### src/rtl/core/ldc_pkg.sv
package ldc_pkg;

  typedef enum logic [2:0] {
    OP_TICK,
    OP_START,
    OP_RX_DONE,
    OP_TX_PEND,
    OP_TX_END,
    OP_SEND,
    OP_NONE
  } op_t;

  localparam int OpBits = 3;

  localparam logic [2:0] REQ_TICK     = 3'd0;
  localparam logic [2:0] REQ_START    = 3'd1;
  localparam logic [2:0] REQ_RX_DONE  = 3'd2;
  localparam logic [2:0] REQ_TX_PEND  = 3'd3;
  localparam logic [2:0] REQ_TX_DONE  = 3'd4;
  localparam logic [2:0] REQ_TX_FAIL  = 3'd5;
  localparam logic [2:0] REQ_SEND     = 3'd6;

  localparam logic [1:0] CFG_DUTY_ENABLE  = 2'd0;
  localparam logic [1:0] CFG_SLEEP_TICKS  = 2'd1;
  localparam logic [1:0] CFG_LISTEN_TICKS = 2'd2;
  localparam logic [1:0] CFG_GUARD_TICKS  = 2'd3;

  localparam logic [1:0] RADIO_KEEP   = 2'd0;
  localparam logic [1:0] RADIO_SLEEP  = 2'd1;
  localparam logic [1:0] RADIO_LISTEN = 2'd2;

  localparam logic [1:0] TX_NONE    = 2'd0;
  localparam logic [1:0] TX_DATA    = 2'd1;
  localparam logic [1:0] TX_DATA_REQ = 2'd2;

  localparam logic [31:0] RESET_SLEEP_TICKS  = 32'd1000000;
  localparam logic [31:0] RESET_LISTEN_TICKS = 32'd100000;
  localparam logic [31:0] RESET_GUARD_TICKS  = 32'd50000;

  typedef struct packed {
    logic        duty_enable;
    logic [31:0] sleep_ticks;
    logic [31:0] listen_ticks;
    logic [31:0] guard_ticks;
  } cfg_t;

endpackage

### src/rtl/core/ldc_front.sv
module ldc_front (
  input  logic              in_valid,
  output logic              in_ready,
  input  logic [2:0]        req_type,
  input  logic              queue_ready,
  output logic              push,
  output ldc_pkg::op_t      op
);
  import ldc_pkg::*;

  assign in_ready = queue_ready;
  assign push     = in_valid && queue_ready;

  always_comb begin
    case (req_type)
      REQ_TICK:    op = OP_TICK;
      REQ_START:   op = OP_START;
      REQ_RX_DONE: op = OP_RX_DONE;
      REQ_TX_PEND: op = OP_TX_PEND;
      REQ_TX_DONE,
      REQ_TX_FAIL: op = OP_TX_END;
      REQ_SEND:    op = OP_SEND;
      default:     op = OP_NONE;
    endcase
  end

endmodule

### src/rtl/core/ldc_fifo.sv
module ldc_fifo #(
  parameter int Width = 8
) (
  input  logic             clk,
  input  logic             rst,
  input  logic             push,
  input  logic [Width-1:0] push_data,
  output logic             push_ready,
  input  logic             pop,
  output logic             pop_valid,
  output logic [Width-1:0] pop_data
);

  logic [Width-1:0] mem [2];
  logic             wr_ptr;
  logic             rd_ptr;
  logic [1:0]       count;

  assign push_ready = (count != 2'd2);
  assign pop_valid  = (count != 2'd0);
  assign pop_data   = mem[rd_ptr];

  always_ff @(posedge clk) begin
    if (rst) begin
      wr_ptr <= 1'b0;
      rd_ptr <= 1'b0;
      count  <= 2'd0;
    end else begin
      if (push && push_ready) begin
        wr_ptr <= ~wr_ptr;
      end
      if (pop && pop_valid) begin
        rd_ptr <= ~rd_ptr;
      end
      case ({push && push_ready, pop && pop_valid})
        2'b10:   count <= count + 2'd1;
        2'b01:   count <= count - 2'd1;
        default: count <= count;
      endcase
    end
  end

  always_ff @(posedge clk) begin
    if (push && push_ready) begin
      mem[wr_ptr] <= push_data;
    end
  end

endmodule

### src/rtl/core/ldc_back.sv
module ldc_back #(
  parameter int QUEUE_DEPTH = 4,
  parameter int HANDLE_BITS = 8,
  parameter int TIMER_BITS  = 32,
  localparam int CountBits  = $clog2(QUEUE_DEPTH + 1),
  localparam int IdxBits    = (QUEUE_DEPTH > 1) ? $clog2(QUEUE_DEPTH) : 1
) (
  input  logic                   clk,
  input  logic                   rst,
  input  ldc_pkg::cfg_t          cfg,
  input  logic                   take_valid,
  output logic                   take,
  input  ldc_pkg::op_t           take_op,
  input  logic [HANDLE_BITS-1:0] take_handle,
  input  logic [31:0]            take_offset,
  output logic                   out_valid,
  input  logic                   out_ready,
  output logic [1:0]             radio_mode,
  output logic [1:0]             transmit_kind,
  output logic [HANDLE_BITS-1:0] tx_handle,
  output logic                   release_valid,
  output logic [HANDLE_BITS-1:0] released_handle,
  output logic                   forward_rx,
  output logic                   dropped,
  output logic [2:0]             mac_state,
  output logic [CountBits-1:0]   queued_count
);
  import ldc_pkg::*;

  typedef enum logic [2:0] {
    MODE_INIT   = 3'd0,
    MODE_SLEEP  = 3'd1,
    MODE_TXREQ  = 3'd2,
    MODE_TXDATA = 3'd3,
    MODE_DBR    = 3'd4,
    MODE_LISTEN = 3'd5
  } mode_t;

  mode_t                  mode, mode_next;
  logic [TIMER_BITS-1:0]  countdown, countdown_next;
  logic                   armed, armed_next;
  logic                   busy, busy_next;
  logic [CountBits-1:0]   pending, pending_next;
  logic [HANDLE_BITS-1:0] queue [QUEUE_DEPTH];
  logic [HANDLE_BITS-1:0] queue_next [QUEUE_DEPTH];

  logic [1:0]             rmode;
  logic [1:0]             tkind;
  logic [HANDLE_BITS-1:0] thandle;
  logic                   relv;
  logic [HANDLE_BITS-1:0] relh;
  logic                   fwd;
  logic                   drop;
  logic                   run_ev;
  logic                   remove;

  assign take = take_valid && (!out_valid || out_ready);

  always_comb begin
    mode_next      = mode;
    countdown_next = countdown;
    armed_next     = armed;
    busy_next      = busy;
    pending_next   = pending;
    queue_next     = queue;
    rmode          = RADIO_KEEP;
    tkind          = TX_NONE;
    thandle        = '0;
    relv           = 1'b0;
    relh           = '0;
    fwd            = 1'b0;
    drop           = 1'b0;
    run_ev         = 1'b0;
    remove         = 1'b0;

    case (take_op)
      OP_TICK: begin
        if (armed) begin
          if (countdown <= TIMER_BITS'(1)) begin
            countdown_next = '0;
            armed_next     = 1'b0;
            case (mode)
              MODE_SLEEP: begin
                mode_next = (pending != '0) ? MODE_DBR : MODE_TXREQ;
                run_ev    = 1'b1;
              end
              MODE_LISTEN: begin
                mode_next = MODE_SLEEP;
                run_ev    = 1'b1;
              end
              MODE_TXDATA: mode_next = MODE_DBR;
              default: ;
            endcase
          end else begin
            countdown_next = countdown - TIMER_BITS'(1);
          end
        end
      end
      OP_START: begin
        if (mode == MODE_INIT) begin
          if (cfg.duty_enable) begin
            mode_next      = MODE_LISTEN;
            rmode          = RADIO_LISTEN;
            countdown_next = take_offset[TIMER_BITS-1:0];
            armed_next     = 1'b1;
          end else begin
            rmode = RADIO_SLEEP;
          end
        end
      end
      OP_RX_DONE: begin
        fwd = 1'b1;
        if (cfg.duty_enable) begin
          armed_next = 1'b0;
          mode_next  = MODE_SLEEP;
          run_ev     = 1'b1;
        end
      end
      OP_TX_PEND: begin
        if (mode != MODE_INIT) begin
          busy_next  = 1'b0;
          armed_next = 1'b0;
          mode_next  = MODE_LISTEN;
          run_ev     = 1'b1;
        end
      end
      OP_TX_END: begin
        if (mode != MODE_INIT) begin
          busy_next = 1'b0;
          if (mode == MODE_TXREQ) begin
            armed_next = 1'b0;
            mode_next  = MODE_SLEEP;
            run_ev     = 1'b1;
          end else if (mode == MODE_TXDATA && pending == '0) begin
            run_ev = 1'b1;
          end else if (pending != '0) begin
            armed_next = 1'b0;
            remove     = 1'b1;
          end
        end
      end
      OP_SEND: begin
        if (mode == MODE_INIT) begin
          tkind   = TX_DATA;
          thandle = take_handle;
        end else if ((armed && (32'(countdown) < cfg.guard_ticks)) ||
                     pending != '0 || busy) begin
          if (pending < CountBits'(QUEUE_DEPTH)) begin
            queue_next[pending[IdxBits-1:0]] = take_handle;
            pending_next = pending + CountBits'(1);
          end else begin
            drop = 1'b1;
          end
        end else begin
          mode_next = MODE_TXDATA;
          busy_next = 1'b1;
          tkind     = TX_DATA;
          thandle   = take_handle;
        end
      end
      default: ;
    endcase

    // release the head, then send the next one or close the exchange
    if (remove) begin
      relv         = 1'b1;
      relh         = queue[0];
      pending_next = pending - CountBits'(1);
      for (int i = 0; i < QUEUE_DEPTH - 1; i++) begin
        queue_next[i] = queue[i+1];
      end
      if (pending_next != '0) begin
        tkind     = TX_DATA;
        thandle   = queue_next[0];
        busy_next = 1'b1;
      end else if (mode == MODE_DBR) begin
        mode_next = MODE_TXREQ;
        tkind     = TX_DATA_REQ;
      end else begin
        mode_next      = MODE_SLEEP;
        rmode          = RADIO_SLEEP;
        countdown_next = cfg.sleep_ticks[TIMER_BITS-1:0];
        armed_next     = 1'b1;
      end
    end

    // self-posted duty-cycle event in the new state
    if (run_ev && cfg.duty_enable) begin
      case (mode_next)
        MODE_TXREQ: tkind = TX_DATA_REQ;
        MODE_TXDATA: begin
          mode_next = MODE_SLEEP;
          rmode     = RADIO_SLEEP;
        end
        MODE_DBR: begin
          tkind     = TX_DATA;
          thandle   = queue[0];
          busy_next = 1'b1;
        end
        MODE_LISTEN: begin
          rmode          = RADIO_LISTEN;
          countdown_next = cfg.listen_ticks[TIMER_BITS-1:0];
          armed_next     = 1'b1;
        end
        MODE_SLEEP: begin
          rmode          = RADIO_SLEEP;
          countdown_next = cfg.sleep_ticks[TIMER_BITS-1:0];
          armed_next     = 1'b1;
        end
        default: ;
      endcase
    end
  end

  always_ff @(posedge clk) begin
    if (rst) begin
      mode      <= MODE_INIT;
      countdown <= '0;
      armed     <= 1'b0;
      busy      <= 1'b0;
      pending   <= '0;
      out_valid <= 1'b0;
    end else begin
      if (take) begin
        mode      <= mode_next;
        countdown <= countdown_next;
        armed     <= armed_next;
        busy      <= busy_next;
        pending   <= pending_next;
        out_valid <= 1'b1;
      end else if (out_ready) begin
        out_valid <= 1'b0;
      end
    end
  end

  always_ff @(posedge clk) begin
    if (take) begin
      queue           <= queue_next;
      radio_mode      <= rmode;
      transmit_kind   <= tkind;
      tx_handle       <= thandle;
      release_valid   <= relv;
      released_handle <= relh;
      forward_rx      <= fwd;
      dropped         <= drop;
      mac_state       <= 3'(mode_next);
      queued_count    <= pending_next;
    end
  end

endmodule

### src/rtl/core/leaf_duty_cycle_mac_controller.sv
// Leaf-node radio duty-cycle controller.
// Input channel (in_valid/in_ready) carries one event item: req_type,
// packet_handle for send requests and start_offset for start. Every item
// gives exactly one result item on the output channel (out_valid/out_ready):
// radio command, transmit command, released queue head, forward and drop
// flags, plus the mode and queue fill after the event.
// A front stage decodes each item into a two-entry queue; the back stage
// executes one event per cycle against the mode, wake-up countdown and the
// packet FIFO and loads the output register.
// An accepted item is written into the two-entry queue, and its result into the output register.
// Throughput: one item per cycle while the receiver takes results.
// When the receiver stalls the output register holds, the back stage stops,
// and the input keeps accepting until the two-entry queue is full.
// Configuration writes (cfg_write, cfg_index, cfg_data) take effect once registered;
// the user must make them while no item is in flight; the block does not enforce this.
// Reset (rst, synchronous) returns the registers to their defaults, the
// mode to init, the timer disarmed and the packet queue empty.
module leaf_duty_cycle_mac_controller #(
  parameter int QUEUE_DEPTH = 4,
  parameter int HANDLE_BITS = 8,
  parameter int TIMER_BITS  = 32,
  localparam int CountBits  = $clog2(QUEUE_DEPTH + 1)
) (
  input  logic                   clk,
  input  logic                   rst,
  input  logic                   cfg_write,
  input  logic [1:0]             cfg_index,
  input  logic [31:0]            cfg_data,
  input  logic                   in_valid,
  output logic                   in_ready,
  input  logic [2:0]             req_type,
  input  logic [HANDLE_BITS-1:0] packet_handle,
  input  logic [31:0]            start_offset,
  output logic                   out_valid,
  input  logic                   out_ready,
  output logic [1:0]             radio_mode,
  output logic [1:0]             transmit_kind,
  output logic [HANDLE_BITS-1:0] tx_handle,
  output logic                   release_valid,
  output logic [HANDLE_BITS-1:0] released_handle,
  output logic                   forward_rx,
  output logic                   dropped,
  output logic [2:0]             mac_state,
  output logic [CountBits-1:0]   queued_count
);
  import ldc_pkg::*;

  localparam int EntryBits = OpBits + HANDLE_BITS + 32;

  cfg_t                   cfg;
  op_t                    front_op;
  logic                   push;
  logic                   queue_ready;
  logic [EntryBits-1:0]   push_data;
  logic [EntryBits-1:0]   pop_data;
  logic                   pop_valid;
  logic                   take;
  op_t                    take_op;
  logic [HANDLE_BITS-1:0] take_handle;
  logic [31:0]            take_offset;

  always_ff @(posedge clk) begin
    if (rst) begin
      cfg.duty_enable  <= 1'b1;
      cfg.sleep_ticks  <= RESET_SLEEP_TICKS;
      cfg.listen_ticks <= RESET_LISTEN_TICKS;
      cfg.guard_ticks  <= RESET_GUARD_TICKS;
    end else if (cfg_write) begin
      case (cfg_index)
        CFG_DUTY_ENABLE:  cfg.duty_enable  <= cfg_data[0];
        CFG_SLEEP_TICKS:  cfg.sleep_ticks  <= cfg_data;
        CFG_LISTEN_TICKS: cfg.listen_ticks <= cfg_data;
        CFG_GUARD_TICKS:  cfg.guard_ticks  <= cfg_data;
        default: ;
      endcase
    end
  end

  ldc_front u_front (
    .in_valid    (in_valid),
    .in_ready    (in_ready),
    .req_type    (req_type),
    .queue_ready (queue_ready),
    .push        (push),
    .op          (front_op)
  );

  assign push_data = {front_op, packet_handle, start_offset};

  ldc_fifo #(
    .Width (EntryBits)
  ) u_fifo (
    .clk        (clk),
    .rst        (rst),
    .push       (push),
    .push_data  (push_data),
    .push_ready (queue_ready),
    .pop        (take),
    .pop_valid  (pop_valid),
    .pop_data   (pop_data)
  );

  assign take_op     = op_t'(pop_data[EntryBits-1 -: OpBits]);
  assign take_handle = pop_data[32 +: HANDLE_BITS];
  assign take_offset = pop_data[31:0];

  ldc_back #(
    .QUEUE_DEPTH (QUEUE_DEPTH),
    .HANDLE_BITS (HANDLE_BITS),
    .TIMER_BITS  (TIMER_BITS)
  ) u_back (
    .clk             (clk),
    .rst             (rst),
    .cfg             (cfg),
    .take_valid      (pop_valid),
    .take            (take),
    .take_op         (take_op),
    .take_handle     (take_handle),
    .take_offset     (take_offset),
    .out_valid       (out_valid),
    .out_ready       (out_ready),
    .radio_mode      (radio_mode),
    .transmit_kind   (transmit_kind),
    .tx_handle       (tx_handle),
    .release_valid   (release_valid),
    .released_handle (released_handle),
    .forward_rx      (forward_rx),
    .dropped         (dropped),
    .mac_state       (mac_state),
    .queued_count    (queued_count)
  );

endmodule

### config.mk
export PLATFORM = sky130hd
export DESIGN_NAME = leaf_duty_cycle_mac_controller
export DESIGN_NICKNAME = d
export VERILOG_FILES = /design/src/rtl/core/ldc_pkg.sv /design/src/rtl/core/ldc_front.sv /design/src/rtl/core/ldc_fifo.sv /design/src/rtl/core/ldc_back.sv /design/src/rtl/core/leaf_duty_cycle_mac_controller.sv
export SDC_FILE = /design/constraint.sdc
export NUM_CORES = 1
export LEC_CHECK = 0
export CAP_MARGIN = 10
export CORE_MARGIN = 2
export CORE_UTILIZATION = 45
export DETAILED_ROUTE_END_ITERATION = 8
export DONT_BUFFER_PORTS = 1
export GPL_ROUTABILITY_DRIVEN = 0
export GPL_TIMING_DRIVEN = 0
export PLACE_DENSITY = 0.61
export SLEW_MARGIN = 20
export SYNTH_ARGS = -nofsm -noshare
export SYNTH_HDL_FRONTEND = slang
export SYNTH_SLANG_ARGS = --single-unit
### constraint.sdc
create_clock -name clk -period 4.4 [get_ports clk]
set_clock_uncertainty 0.15 [all_clocks]
set_input_delay 0.88 -clock clk [delete_from_list [all_inputs] [get_ports clk]]
set_output_delay 0.88 -clock clk [all_outputs]
set_load 0.05 [all_outputs]
# Word level (Yosys, flattened, before mapping)
# Memory sizes are Yosys's and may differ from the RTL's. A register that Yosys moved wholly into a read port is not among the register bits.
# Cells that the tools add are included.
[classes]
n_addsub = 5
magnitude_cmp = 5
n_eq_ne = 28
muxes = 113
bitwise = 6
reduce_logical = 38
[op_table]
columns = ["op", "count"]
rows = [
  ["$mux W32", 12],
  ["$pmux W32 S2", 2],
  ["$mux W8", 8],
  ["$mux W3", 20],
  ["$mux W1", 45],
  ["$pmux W3 S6", 2],
  ["$bwmux W32", 1],
  ["$le A32 B1 Y1 const B", 1],
  ["$lt A32 B32 Y1", 1],
  ["$sub A32 B1 Y32 const B", 1],
  ["$mux W2", 14],
  ["$eq A3 B3 Y1 const B", 9],
  ["$eq A3 B2 Y1 const B", 8],
  ["$mux W24", 1],
  ["$demux W8 S2", 1],
  ["$eq A3 B1 Y1 const B", 4],
  ["$logic_not A3 Y1", 4],
  ["$pmux W2 S2", 3],
  ["$reduce_bool A2 Y1", 6],
  ["$reduce_and A5 Y1", 2],
  ["$reduce_or A2 Y1", 5],
  ["$pmux W3 S3", 1],
  ["$reduce_bool A3 Y1", 3],
  ["$logic_and A1 B1 Y1", 8],
  ["other kinds (21)", 33],
]
[word_totals]
ff_bits = 203
ramBits = 86
in_bits = 82
out_inout_bits = 31
elab_cells = 222
memories = 1
[memory_table]
columns = ["name", "words", "width", "read_ports", "rd_ports_with_merged_regs", "write_ports", "line", "source"]
rows = [
  ["u_fifo.mem", 2, 43, 1, 1, 1, "ldc_fifo.sv:14", "logic [Width-1:0] mem [2];"],
]

# Longest topological paths before layout
# Gate-level depths: netlist of run 1.
[logic_depth]
ltp_word = 13
ltp_mapped = 12
ltp_nobuf = 11

# Cells and area by module
# Synthesis of run 1 repeated with hierarchy kept, for this count alone.
[unflattened]
hier_cells = 1364
area_unflattened_um2 = 14530.2
[modules_own_cells]
columns = ["module", "n_inst", "cells_per_inst", "area_per_inst_um2", "seq_area_each_um2"]
rows = [
  ["ldc_back", 1, 829, 7229.4, 2652.5],
  ["leaf_duty_cycle_mac_controller", 1, 370, 3945.0, 1941.9],
  ["ldc_fifo", 1, 158, 3314.4, 2682.6],
  ["ldc_front", 1, 7, 41.3, 0.0],
]

# Worst setup path after synthesis of run 1
# OpenSTA, ideal clock, no wires.
[synth_timing]
path_type = "register to register"
from = "reg u_fifo.count[0]"
to = "mem u_fifo.mem[0][0] (netlist name), enable pin"
setup_ns = 0.444
arrival_time_ns = 2.994
t_required_ns = 3.806
setup_slack_ns = 0.812
path_stages_with_launch = 5
n_path_buf = 1
synth_period_minus_slack_ns = 3.588
path_cell_list = "dfxtp_1 > clkbuf_1 > nand2b_1 > nand2_1 > nor2_1"
[synth_via]
elab_chain_cells = 5
[synth_rtl]
columns = ["item", "line", "source"]
rows = [
  ["start: declaration", "ldc_fifo.sv:17", "logic [1:0] count;"],
  ["start signal: assignment", "ldc_fifo.sv:36", "2'b10: count <= count + 2'd1;"],
  ["start signal: assignment", "ldc_fifo.sv:37", "2'b01: count <= count - 2'd1;"],
  ["start signal: assignment", "ldc_fifo.sv:38", "default: count <= count;"],
  ["$ne A2 B2 Y1 *", "ldc_fifo.sv:19", "assign push_ready = (count != 2'd2);"],
  ["named net in_ready", "leaf_duty_cycle_mac_controller.sv:30", "output logic in_ready,"],
  ["$logic_and A1 B1 Y1", "ldc_front.sv:12", "assign push = in_valid && queue_ready;"],
  ["$logic_and A1 B1 Y1 *", "ldc_fifo.sv:44", "if (push && push_ready) begin"],
  ["$mux W1 *", "ldc_fifo.sv:44", ""],
  ["$mux W1 (not written as such) *", "ldc_fifo.sv:45", "mem[wr_ptr] <= push_data;"],
  ["end: declaration", "ldc_fifo.sv:14", ""],
]
# Mark *: on every way through the listed nets, which the timed path passes. The rest lies on a longest branch.

# Worst setup path in the final report of run 1
[layout_timing]
from = "reg cfg[30] (netlist name)"
to = "reg u_back.busy"
[layout_via]
elab_chain_cells = 12
word_cells_on_any_way = 17
classes_between = "1 x order compare; 1 x eq/ne; 12 x mux; 3 x reduce/logical"
[layout_rtl]
columns = ["item", "line", "source"]
rows = [
  ["$lt A32 B32 Y1 *", "ldc_back.sv:146", "end else if ((armed && (32'(countdown) < cfg.guard_ticks)) ||"],
  ["$logic_and A1 B1 Y1 *", "ldc_back.sv:146", ""],
  ["$logic_or A1 B1 Y1 *", "ldc_back.sv:146", ""],
  ["$logic_or A1 B1 Y1 *", "ldc_back.sv:147", "pending != '0 || busy) begin"],
  ["$mux W3", "ldc_back.sv:146", ""],
  ["$mux W3", "ldc_back.sv:143", "if (mode == MODE_INIT) begin"],
  ["$pmux W3 S6", "ldc_back.sv:76", "case (take_op)"],
  ["$mux W3", "ldc_back.sv:172", "if (pending_next != '0) begin"],
  ["$mux W3", "ldc_back.sv:165", "if (remove) begin"],
  ["$eq A3 B3 Y1", "ldc_back.sv:189", "case (mode_next)"],
  ["$mux W1", "ldc_back.sv:189", ""],
  ["$mux W1 *", "ldc_back.sv:188", "if (run_ev && cfg.duty_enable) begin"],
  ["end signal: assignment", "ldc_back.sv:228", "busy <= busy_next;"],
  ["end: declaration", "ldc_back.sv:42", "logic busy, busy_next;"],
]
# Every way passes the cells marked *; elsewhere a longest branch is shown, timed or not.
# A chain may end at the register's enable or synchronous reset.

==> metrics.log, run 1 <==
[metrics] result of the run: completed
[metrics] Boundary Pins: 113
[metrics] Final setup viols: 0
[metrics] Worst R2R Path Depth: 12
[metrics] most area-hungry cell type in the Yosys netlist: sky130_fd_sc_hd__edfxtp_1
[metrics] number of antenna repair diodes: 0
[metrics] total global routing track utilization: 0.260
[metrics] Buffers on Ports: 0
[metrics] gate count after technology mapping: 1460
[metrics] core area: 30600 um2
[metrics] leading cell type in the layout, fill and taps excluded: sky130_fd_sc_hd__nand2_1
[metrics] antenna violation net count after detailed routing: 0
[metrics] Netlist cell types: 77
[metrics] hold endpoint: u_fifo.mem[0][14]$_DFFE_PP_
[metrics] worst stage delay on the critical path: 0.56 ns
[metrics] critical setup path kind: flop to flop
[metrics] count of flip-flops with a built-in enable after synthesis: 147
[metrics] # DRC: 0
[metrics] top library cells by usage in the layout, fill and taps aside: sky130_fd_sc_hd__nand2_1, sky130_fd_sc_hd__edfxtp_1, sky130_fd_sc_hd__dfxtp_1
[metrics] fin nets: 1618
[metrics] worst-margin pin slew: 0.890 ns
[metrics] Seq cells post-synth: 290
[metrics] routed wire length: 43.1 mm
[metrics] initial detailed-routing violation count: 1207
[metrics] final routed wire length divided by cell count: 22.5 um
[metrics] predominant post-synthesis flop cell: sky130_fd_sc_hd__edfxtp_1
[metrics] highest ir drop seen on vdd: 0.390 mV
[metrics] mean post-synth cell area: 9.59 um2
[metrics] maximum capacitance violations: 0
[metrics] Data required, critical path: 4.72 ns
[metrics] pre-CTS WS: -0.437 ns
[metrics] worst min-delay path category: primary input to flop
[metrics] relative slew slack: 0.407
[metrics] drt first pass iters: 5
[metrics] top-area cell type share of the netlist area: 0.315
[metrics] share of async-settable or async-resettable flops after synthesis: 0
[metrics] overall overflow remaining after global route: 0
[metrics] Clock Sink Count: 290
[metrics] Worst Setup Slack, final: 0.200 ns
[metrics] number of global-route vias before repair: 11300
[metrics] via count: 11700
[metrics] pin count of the biggest net entering global routing: 31
[metrics] setup slack, reg-to-reg: 0.20 ns
[metrics] worst-path maximum fanout: 10
[metrics] highest attainable clock frequency: 238 MHz
[metrics] vertical die dimension: 180 um
[metrics] insertion delay of the later-clocked pin in the worst-skew pair: 0.57 ns
[metrics] Worst Hold Path Cells: 0
[metrics] leakage power: 5.33 nW
[metrics] start point of the worst hold path: start_offset[14]
[metrics] power consumption: 10.4 mW
[metrics] number of buffers added by the clock tree synthesis step: 31
[metrics] cell-by-cell listing of the critical path: inv_1, ha_1, a21oi_1, a21boi_0, a2111oi_2, a31oi_1, a211oi_4, a21oi_1, inv_2, buf_1, o211ai_1, a311oi_1
[metrics] synth-to-layout area growth: 11.8%
[metrics] Row Count: 64
[metrics] Area contributors post-synth: sky130_fd_sc_hd__edfxtp_1, sky130_fd_sc_hd__dfxtp_1, sky130_fd_sc_hd__nand2_1, sky130_fd_sc_hd__a21oi_1, sky130_fd_sc_hd__ha_1
[metrics] sequential fraction of the synthesis area: 0.520
[metrics] Via-to-Cell Ratio: 6.09
[metrics] number of hold-slack violations in the final timing report: 0
[metrics] final period demand of the worst path: 4.20 ns
[metrics] width of the chip: 180 um
[metrics] post-synthesis net count: 1582
[metrics] RSZ-0062 raised after global routing: true
[metrics] antenna violations before repair: 1
[metrics] startpoint types: flop
[metrics] max-slew violation count: 0
[metrics] share of layout cells above drive strength 1: 0.0770
[metrics] layout filler cell count: 2839
[metrics] fin crit share: 0.955
[metrics] Crit path top cell by count: sky130_fd_sc_hd__a21oi_1
[metrics] cell area after synthesis: 14000 um2
[metrics] cell with the largest stage delay on the worst path: sky130_fd_sc_hd__a2111oi_2
[metrics] global-route wire length before repair: 66.0 mm
[metrics] category of the worst setup path capture point: flop
[metrics] buffers from clock root to sink, at most: 3
[metrics] power density of the placed cells: 662 nW/um2
[metrics] Reg2Reg Capture Point: u_back.busy$_SDFFE_PP0P_
[metrics] die outline area: 32500 um2
[metrics] TritonCTS clock tree: yes
[metrics] Root Buffer: sky130_fd_sc_hd__clkbuf_16
[metrics] reg-to-reg startpoint: cfg[30]$_SDFFE_PP0P_
[metrics] Clock H-tree levels: 1
[metrics] clock transition at the registers of the reported paths: 0.06 ns
[metrics] effective utilization at floorplan: 0.458
[metrics] worst path arrival time: 4.52 ns
[metrics] half-perimeter wire length after placement: 32.9 mm
[metrics] Ys Warns: 0
where the power goes:
group          internal [mW]  switching [mW]
registers               3.33           0.752
logic                   1.14            2.50
clock network           1.54            1.10
total                   6.01            4.35
synthesized netlist by cell type, types with 19 or more instances:
master	number
sky130_fd_sc_hd__o21ai_0	78
sky130_fd_sc_hd__nand3_1	29
sky130_fd_sc_hd__edfxtp_1	147
sky130_fd_sc_hd__nor3_1	19
sky130_fd_sc_hd__a211oi_1	22
sky130_fd_sc_hd__nor4_1	20
sky130_fd_sc_hd__mux2i_1	43
sky130_fd_sc_hd__inv_1	58
sky130_fd_sc_hd__a21oi_1	135
sky130_fd_sc_hd__o211ai_1	25
sky130_fd_sc_hd__nand2_1	269
sky130_fd_sc_hd__ha_1	40
sky130_fd_sc_hd__dfxtp_1	143
sky130_fd_sc_hd__nor2_1	91
sky130_fd_sc_hd__clkbuf_1	63
timing repair:
| item | 4_1_cts | 5_1_grt |
|---|---|---|
| gates resized for setup | 4 | 8 |
| endpoints found under the hold margin | 0 | 0 |
| hold buffers | 0 | 0 |
| buffers inserted | 0 | 0 |
| setup endpoints to repair | 63 | 55 |
critical path, delay by kind of cell (launching register included):
kind / cells / cell delay [ns]
AO/OA/AOI/OAI: 8 / 2.47
adder cells (fa/ha/maj): 1 / 0.33
buffers and inverters: 3 / 0.84
flip-flops: 1 / 0.33
per-layer routing:
layer  vias to the layer above  track usage  share of wire
met2                       516        0.435           0.47
met3                       101       0.0435          0.079
met5                         -            0              0
met1                      5629        0.343           0.41
li1                       5413            -              -
met4                         0       0.0887          0.037
cell families after synthesis:
family                   count (synthesis)  share of synthesized area
flip-flops                             290                      0.520
XOR/XNOR                                10                    0.00625
AO/OA/AOI/OAI                          409                      0.192
buffers and inverters                  151                     0.0460
AND/OR/NAND/NOR                        511                      0.165
multiplexers                            49                     0.0356
adder cells (fa/ha/maj)                 40                     0.0357
how the worst max path moves through the flow:
stage | from | end | slack, ns
after floorplan | u_fifo.count[0]$_SDFFE_PP0P_ | u_fifo.mem[0][0]$_DFFE_PP_ | 0.81
after global placement | cfg[30]$_SDFFE_PP0P_ | u_back.busy$_SDFFE_PP0P_ | -0.38
after detailed placement | cfg[30]$_SDFFE_PP0P_ | u_back.busy$_SDFFE_PP0P_ | -0.44
after CTS | cfg[30]$_SDFFE_PP0P_ | u_back.busy$_SDFFE_PP0P_ | 0.08
after global routing | u_back.pending[0]$_SDFFE_PP0P_ | u_back.countdown[17]$_SDFFE_PP0P_ | -0.005
final | cfg[30]$_SDFFE_PP0P_ | u_back.busy$_SDFFE_PP0P_ | 0.20
state kept, by name, indices dropped and copies added (netlist names), 8 cells and up, named ones only:
name and flops:
u_back.tx_handle 8, u_back.countdown 32, u_back.released_handle 8, u_fifo.mem 86
u_back.queue 32, cfg 97
through the flow:
step                      instance area, um2  cells  TNS [ns]   util  hold WS (ns)
after floorplan                        14000   1460         0      -         0.281
after global placement                 14500   1856    -18.59  0.474         0.290
after detailed placement               14600   1859     -7.44  0.476         0.296
after CTS                              15600   1916         0  0.511         0.245
after global routing                   15700   1916  -0.00920  0.512         0.244
final                                  15700   1916         0  0.512         0.256
cell type report:
type | instances | area (um2) | share of cell area
flip-flops and latches | 290 | 7280 | 0.465
multi-input cells | 1019 | 6150 | 0.393
clock buffers | 35 | 801 | 0.0511
well taps | 396 | 495 | 0.0316
plain buffers | 91 | 422 | 0.0269
clock inverters | 22 | 228 | 0.0145
inverters | 60 | 225 | 0.0144
repair buffers | 3 | 60.1 | 0.00384
No activity file was read; power rests on OpenSTA's default activity.
==> run 2, diff against run 1 <==
--- a/config.mk
+++ b/config.mk
@@ -12,7 +12,7 @@
 export DONT_BUFFER_PORTS = 1
 export GPL_ROUTABILITY_DRIVEN = 0
 export GPL_TIMING_DRIVEN = 0
-export PLACE_DENSITY = 0.61
+export PLACE_DENSITY = 0.56
 export SLEW_MARGIN = 20
 export SYNTH_ARGS = -nofsm -noshare
 export SYNTH_HDL_FRONTEND = slang
==> metrics.log, run 2 (synthesized netlist as in run 1, its figures left out) <==
[metrics] Root Buffer: sky130_fd_sc_hd__clkbuf_16
[metrics] worst path arrival time: 4.58 ns (+0.06 ns)
[metrics] maximum capacitance violations: 0 (unchanged)
[metrics] utilization of the core after routing: 0.513 (+0.00106)
[metrics] power consumption: 10.4 mW (+0.70%)
[metrics] initial detailed-routing violation count: 1185 (-1.8%)
[metrics] total global routing track utilization: 0.266 (+0.00598)
[metrics] effective utilization at floorplan: 0.458 (unchanged)
[metrics] number of hold-slack violations in the final timing report: 0 (unchanged)
[metrics] overall overflow remaining after global route: 0 (unchanged)
[metrics] antenna violations before repair: 0 (-1)
[metrics] startpoint types: flop
[metrics] worst-margin pin slew: 0.954 ns (+0.0642 ns)
[metrics] pin count of the biggest net entering global routing: 32 (+3.2%)
[metrics] Buffers on Ports: 0 (unchanged)
[metrics] clock transition at the registers of the reported paths: 0.07 ns (about the same)
[metrics] peak-usage layer in the global routing report: met2
[metrics] antenna violation net count after detailed routing: 0 (unchanged)
[metrics] RSZ-0062 raised after global routing: true
[metrics] highest ir drop seen on vdd: 0.327 mV (-16%)
[metrics] result of the run: completed
[metrics] Data required, critical path: 4.72 ns (about the same)
[metrics] share of layout cells above drive strength 1: 0.0789 (+0.00192)
[metrics] Via-to-Cell Ratio: 6.05 (-0.58%)
[metrics] number of antenna repair diodes: 0 (unchanged)
[metrics] worst-path maximum fanout: 10 (unchanged)
[metrics] fin nets: 1619 (+0.062%)
[metrics] category of the worst setup path capture point: flop
[metrics] drt first pass iters: 8 (+3)
[metrics] worst min-delay path category: primary input to flop
[metrics] buffers from clock root to sink, at most: 3 (unchanged)
[metrics] Worst Hold Margin: 0.258 ns (+0.00135 ns)
[metrics] global-route wire length before repair: 66.8 mm (+1.2%)
[metrics] Clock Sink Count: 290 (unchanged)
[metrics] TritonCTS clock tree: yes
[metrics] met1 demand-to-capacity share in global routing: 0.353 (+0.0106)
[metrics] leakage power: 5.37 nW (+0.78%)
[metrics] flip-flop count of the largest register, all copies and words added: 97 (unchanged)
[metrics] routed wire length: 44.2 mm (+2.5%)
[metrics] relative slew slack: 0.358 (-0.0487)
[metrics] width of the chip: 180 um (unchanged)
[metrics] via count: 11600 (-0.53%)
[metrics] top library cells by usage in the layout, fill and taps aside: sky130_fd_sc_hd__nand2_1, sky130_fd_sc_hd__edfxtp_1, sky130_fd_sc_hd__dfxtp_1
[metrics] global routing usage on met3: 0.0667 (+0.0232)
[metrics] Final setup viols: 0 (unchanged)
[metrics] number of global-route vias before repair: 11100 (-2.0%)
[metrics] Largest Register: cfg
[metrics] power density of the placed cells: 665 nW/um2 (+0.49%)
[metrics] Clock H-tree levels: 1 (unchanged)
[metrics] leading cell type in the layout, fill and taps excluded: sky130_fd_sc_hd__nand2_1
[metrics] vertical die dimension: 180 um (unchanged)
[metrics] number of buffers added by the clock tree synthesis step: 31 (unchanged)
[metrics] core area: 30600 um2 (unchanged)
[metrics] finished layout cell area: 15700 um2 (+0.21%)
[metrics] Row Count: 64 (unchanged)
[metrics] largest registers ranked by flip-flop count: cfg: 97 flops, u_fifo.mem: 86 flops
[metrics] critical setup path kind: flop to flop
[metrics] final routed wire length divided by cell count: 23.1 um (+2.5%)
[metrics] standard cell area after detailed placement: 14600 um2 (+0.27%)
[metrics] max-slew violation count: 0 (unchanged)
[metrics] die outline area: 32500 um2 (unchanged)
[metrics] highest attainable clock frequency: 235 MHz (-1.5%)
[metrics] half-perimeter wire length after placement: 34.0 mm (+3.5%)
[metrics] synth-to-layout area growth: 12.1%
[metrics] # DRC: 0 (unchanged)
[metrics] insertion delay of the later-clocked pin in the worst-skew pair: 0.57 ns (about the same)
[metrics] final period demand of the worst path: 4.26 ns (+0.0621 ns)
[metrics] fin crit share: 0.969 (+0.0141)
[metrics] Boundary Pins: 113 (unchanged)
[metrics] GR met2 Demand/Resource: 0.429 (-0.00580)
run 2: changes by cell type in the layout (fill, tap and decap cells not counted), sizes merged:
cell	previous run	this run
clkinvlp	7	1
clkinv	11	14
clkbuf	100	102
inv	60	62
buf	29	30
bufinv	4	3
run 2: timing repair:
item | CTS | global route
hold buffers | 0 | 0
buffers inserted | 0 | 0
endpoints found under the setup margin | 53 | 60
cloned | 0 | 0
gates resized for setup | 4 | 8
run 2: worst max-delay path, stage by stage, from the launching register on:
cell and delay (ns):
sky130_fd_sc_hd__dfxtp_1 0.50, sky130_fd_sc_hd__ha_1 0.32, sky130_fd_sc_hd__nand3_1 0.09, sky130_fd_sc_hd__a21boi_0 0.22, sky130_fd_sc_hd__a2111oi_2 0.66, sky130_fd_sc_hd__a31oi_1 0.30, sky130_fd_sc_hd__a211oi_4 0.55, sky130_fd_sc_hd__a21oi_1 0.13
sky130_fd_sc_hd__inv_2 0.26, sky130_fd_sc_hd__clkbuf_1 0.50, sky130_fd_sc_hd__a31oi_1 0.19, sky130_fd_sc_hd__a311oi_1 0.31
run 2: layout make-up:
cell class / count / area (um2)
repair buffers: 4 / 95.1
plain buffers: 91 / 423
multi-input cells: 1019 / 6150
clock inverters: 20 / 189
clock buffers: 37 / 838
inverters: 60 / 225
fillers: 2904 / 14900
flip-flops and latches: 290 / 7280
well taps: 396 / 495
run 2: worst paths after layout:
kind | from | end | slack [ns] | cells past startpoint
worst max-delay path | u_back.countdown[29]$_SDFFE_PP0P_ | u_back.countdown[22]$_SDFFE_PP0P_ | 0.14 | 11
worst min-delay path | start_offset[11] | u_fifo.mem[0][11]$_DFFE_PP_ | 0.26 | 0
worst max register to register | u_back.countdown[29]$_SDFFE_PP0P_ | u_back.countdown[22]$_SDFFE_PP0P_ | 0.14 | 11
worst min register to register | cfg[17]$_SDFFE_PP0P_ | cfg[17]$_SDFFE_PP0P_ | 0.30 | 2
run 2: power by group:
group / switching, mW / internal [mW] / total [mW] / leakage, nW
clock network: 1.10 / 1.53 / 2.63 / 0.513
registers: 0.751 / 3.33 / 4.08 / 2.49
logic: 2.57 / 1.16 / 3.73 / 2.36
run 2: stage by stage:
step                      TNS (ns)  instances  worst slack (ns)
after floorplan                  0       1460             0.812
after global placement      -32.79       1856            -0.667
after detailed placement     -5.49       1860            -0.265
after CTS                        0       1917            0.0406
after global routing      -0.00372       1917          -0.00372
final                            0       1917             0.138
run 2: per-layer routing:
metal | wire length (um) | vias up
li1 | - | 5414
met1 | 18500 | 5598
met2 | 20400 | 487
met3 | 3890 | 98
met4 | 1430 | 0
met5 | 0 | -
==> run 3, diff against run 2 <==
--- a/config.mk
+++ b/config.mk
@@ -6,13 +6,13 @@
 export NUM_CORES = 1
 export LEC_CHECK = 0
 export CAP_MARGIN = 10
-export CORE_MARGIN = 2
 export CORE_UTILIZATION = 45
 export DETAILED_ROUTE_END_ITERATION = 8
 export DONT_BUFFER_PORTS = 1
 export GPL_ROUTABILITY_DRIVEN = 0
 export GPL_TIMING_DRIVEN = 0
 export PLACE_DENSITY = 0.56
+export REMOVE_ABC_BUFFERS = 1
 export SLEW_MARGIN = 20
 export SYNTH_ARGS = -nofsm -noshare
 export SYNTH_HDL_FRONTEND = slang
==> metrics.log, run 3 (synthesized netlist as in run 1, its figures left out) <==
[metrics] power density of the placed cells: 668 nW/um2 (+0.50%)
[metrics] Largest Register: cfg
[metrics] result of the run: completed
[metrics] clock transition at the registers of the reported paths: 0.06 ns (about the same)
[metrics] routed wire length: 41.5 mm (-6.2%)
[metrics] half-perimeter wire length after placement: 26.9 mm (-21%)
[metrics] # DRC: 0 (unchanged)
[metrics] antenna violations before repair: 0 (unchanged)
[metrics] setup slack, reg-to-reg: 0.20 ns (+0.06 ns)
[metrics] number of global-route vias before repair: 10600 (-3.9%)
[metrics] width of the chip: 178 um (-1.1%)
[metrics] Clock Sink Count: 290 (unchanged)
[metrics] via count: 11200 (-3.8%)
[metrics] insertion delay of the later-clocked pin in the worst-skew pair: 0.59 ns (+0.02 ns)
[metrics] Buffers on Ports: 0 (unchanged)
[metrics] drt first pass iters: 8 (unchanged)
[metrics] total global routing track utilization: 0.258 (-0.00845)
[metrics] cts hold-fix bufs: 0 (unchanged)
[metrics] largest registers ranked by flip-flop count: cfg: 97 flops, u_fifo.mem: 86 flops
[metrics] effective utilization at floorplan: 0.458 (unchanged)
[metrics] Via-to-Cell Ratio: 6.04 (about the same)
[metrics] utilization of the core after routing: 0.513 (about the same)
[metrics] flip-flop count of the largest register, all copies and words added: 97 (unchanged)
[metrics] die outline area: 31800 um2 (-2.2%)
[metrics] pre-CTS WS: -0.795 ns (-0.531 ns)
[metrics] global-route wire length before repair: 62.2 mm (-6.9%)
[metrics] worst stage delay on the critical path: 0.59 ns (-0.07 ns)
[metrics] layout filler cell count: 2836 (-2.3%)
[metrics] reg-to-reg startpoint: u_back.countdown[22]$_SDFFE_PP0P_
[metrics] leading cell type in the layout, fill and taps excluded: sky130_fd_sc_hd__nand2_1
[metrics] startpoint of the worst setup timing path: u_back.countdown[22]$_SDFFE_PP0P_
[metrics] TritonCTS clock tree: yes
[metrics] category of the worst setup path capture point: flop
[metrics] accumulated negative setup slack: 0 ns (unchanged)
[metrics] max-slew violation count: 0 (unchanged)
[metrics] final period demand of the worst path: 4.20 ns (-0.0611 ns)
[metrics] highest ir drop seen on vdd: 0.653 mV (+100%)
[metrics] Worst R2R Path Depth: 11 (unchanged)
[metrics] pin count of the biggest net entering global routing: 133 (+320%)
[metrics] initial detailed-routing violation count: 859 (-28%)
[metrics] buffers from clock root to sink, at most: 3 (unchanged)
[metrics] overall overflow remaining after global route: 0 (unchanged)
[metrics] fin crit share: 0.955 (-0.0139)
[metrics] Clock H-tree levels: 1 (unchanged)
[metrics] number of buffers added by the clock tree synthesis step: 31 (unchanged)
[metrics] synth-to-layout area growth: 12.0% (about the same)
[metrics] top library cells by usage in the layout, fill and taps aside: sky130_fd_sc_hd__nand2_1, sky130_fd_sc_hd__edfxtp_1, sky130_fd_sc_hd__dfxtp_1
[metrics] Crit. path cell count: 11 (unchanged)
[metrics] final routed wire length divided by cell count: 22.5 um (-2.6%)
[metrics] antenna violation net count after detailed routing: 0 (unchanged)
[metrics] worst path arrival time: 4.50 ns (-0.08 ns)
[metrics] number of hold-slack violations in the final timing report: 0 (unchanged)
[metrics] Data required, critical path: 4.70 ns (-0.02 ns)
[metrics] Worst Setup Slack, final: 0.199 ns (+0.0611 ns)
[metrics] vertical die dimension: 178 um (-1.1%)
[metrics] Row Count: 64 (unchanged)
[metrics] startpoint types: flop
[metrics] highest attainable clock frequency: 238 MHz (+1.5%)
[metrics] Boundary Pins: 113 (unchanged)
[metrics] critical path endpoint: u_back.tx_handle[4]$_DFFE_PP_
[metrics] Root Buffer: sky130_fd_sc_hd__clkbuf_16
[metrics] CP top delay family: compound AO/OA/AOI/OAI gates
[metrics] cell-by-cell listing of the critical path: ha_1, nand2_1, o21ai_0, a2111oi_1, a31oi_1, a211oi_4, a21oi_4, buf_16, inv_4, and2_1, a221o_1
[metrics] worst-margin pin slew: 1.05 ns (+0.0945 ns)
[metrics] relative slew slack: 0.298 (-0.0597)
[metrics] worst-path maximum fanout: 37 (+27)
[metrics] fin nets: 1546 (-4.5%)
[metrics] share of layout cells above drive strength 1: 0.0918 (+0.0129)
[metrics] Buf/Inv on CP: 2 (unchanged)
[metrics] maximum capacitance violations: 0 (unchanged)
[metrics] critical setup path kind: flop to flop
[metrics] worst min-delay path category: primary input to flop
[metrics] core area: 30600 um2 (unchanged)
[metrics] cell with the largest stage delay on the worst path: sky130_fd_sc_hd__a2111oi_1
[metrics] Reg2Reg Capture Point: u_back.tx_handle[4]$_DFFE_PP_
[metrics] number of antenna repair diodes: 0 (unchanged)
[metrics] Final setup viols: 0 (unchanged)
[metrics] leakage power: 5.31 nW (-1.1%)
[run 3: worst min path at each step]
stage | end | depth (start not counted) | startpoint
3_3_place_gp | cfg[29]$_SDFFE_PP0P_ | 2 | cfg[29]$_SDFFE_PP0P_
6_report | flop | 1 | rst
4_1_cts | flop | 1 | rst
2_1_floorplan | cfg[0]$_SDFFE_PP0P_ | 2 | cfg[0]$_SDFFE_PP0P_
5_1_grt | u_fifo.rd_ptr$_SDFFE_PP0P_ | 1 | rst
3_5_place_dp | cfg[66]$_SDFFE_PP0P_ | 2 | cfg[66]$_SDFFE_PP0P_
[run 3: final cells by class]
cell class	count	area (um2)	area share
clock inverter	20	243	0.0155
inverter	60	236	0.0151
tap	396	495	0.0316
sequential	290	7280	0.464
multi-input combinational	1021	6310	0.402
clock buffer	38	832	0.0530
timing repair inverter	1	5.00	0.000319
timing repair buffer	19	287	0.0183
[run 3: metrics by stage]
stage	power [mW]	instances	hold WS, ns	instance area (um2)
finish	10.5	1845	0.220	15700
global route	10.9	1845	0.202	15700
CTS	10.4	1839	0.206	15600
detailed placement	7.54	1777	0.296	14400
global placement	7.38	1765	0.292	14100
floorplan	6.24	1369	0.275	13600
[run 3: repair_timing]
action,in CTS,in global routing
endpoints found under the setup margin,48,56
cloned,3,0
pin swaps,3,2
resized for setup,11,14
setup buffers,1,6
[run 3: power by group]
| part | internal [mW] | switching [mW] | leakage, nW |
|---|---|---|---|
| registers | 3.33 | 0.759 | 2.49 |
| clock network | 1.64 | 1.12 | 0.533 |
| logic | 1.16 | 2.47 | 2.28 |
| total | 6.14 | 4.35 | 5.31 |
[run 3: routing by layer]
| layer | vias up | wire length (um) | track usage |
|---|---|---|---|
| met4 | 0 | 1660 | 0.104 |
| li1 | 5277 | - | - |
| met5 | - | 0 | 0 |
| met2 | 422 | 19500 | 0.425 |
| met1 | 5370 | 17600 | 0.335 |
| met3 | 82 | 2720 | 0.0428 |
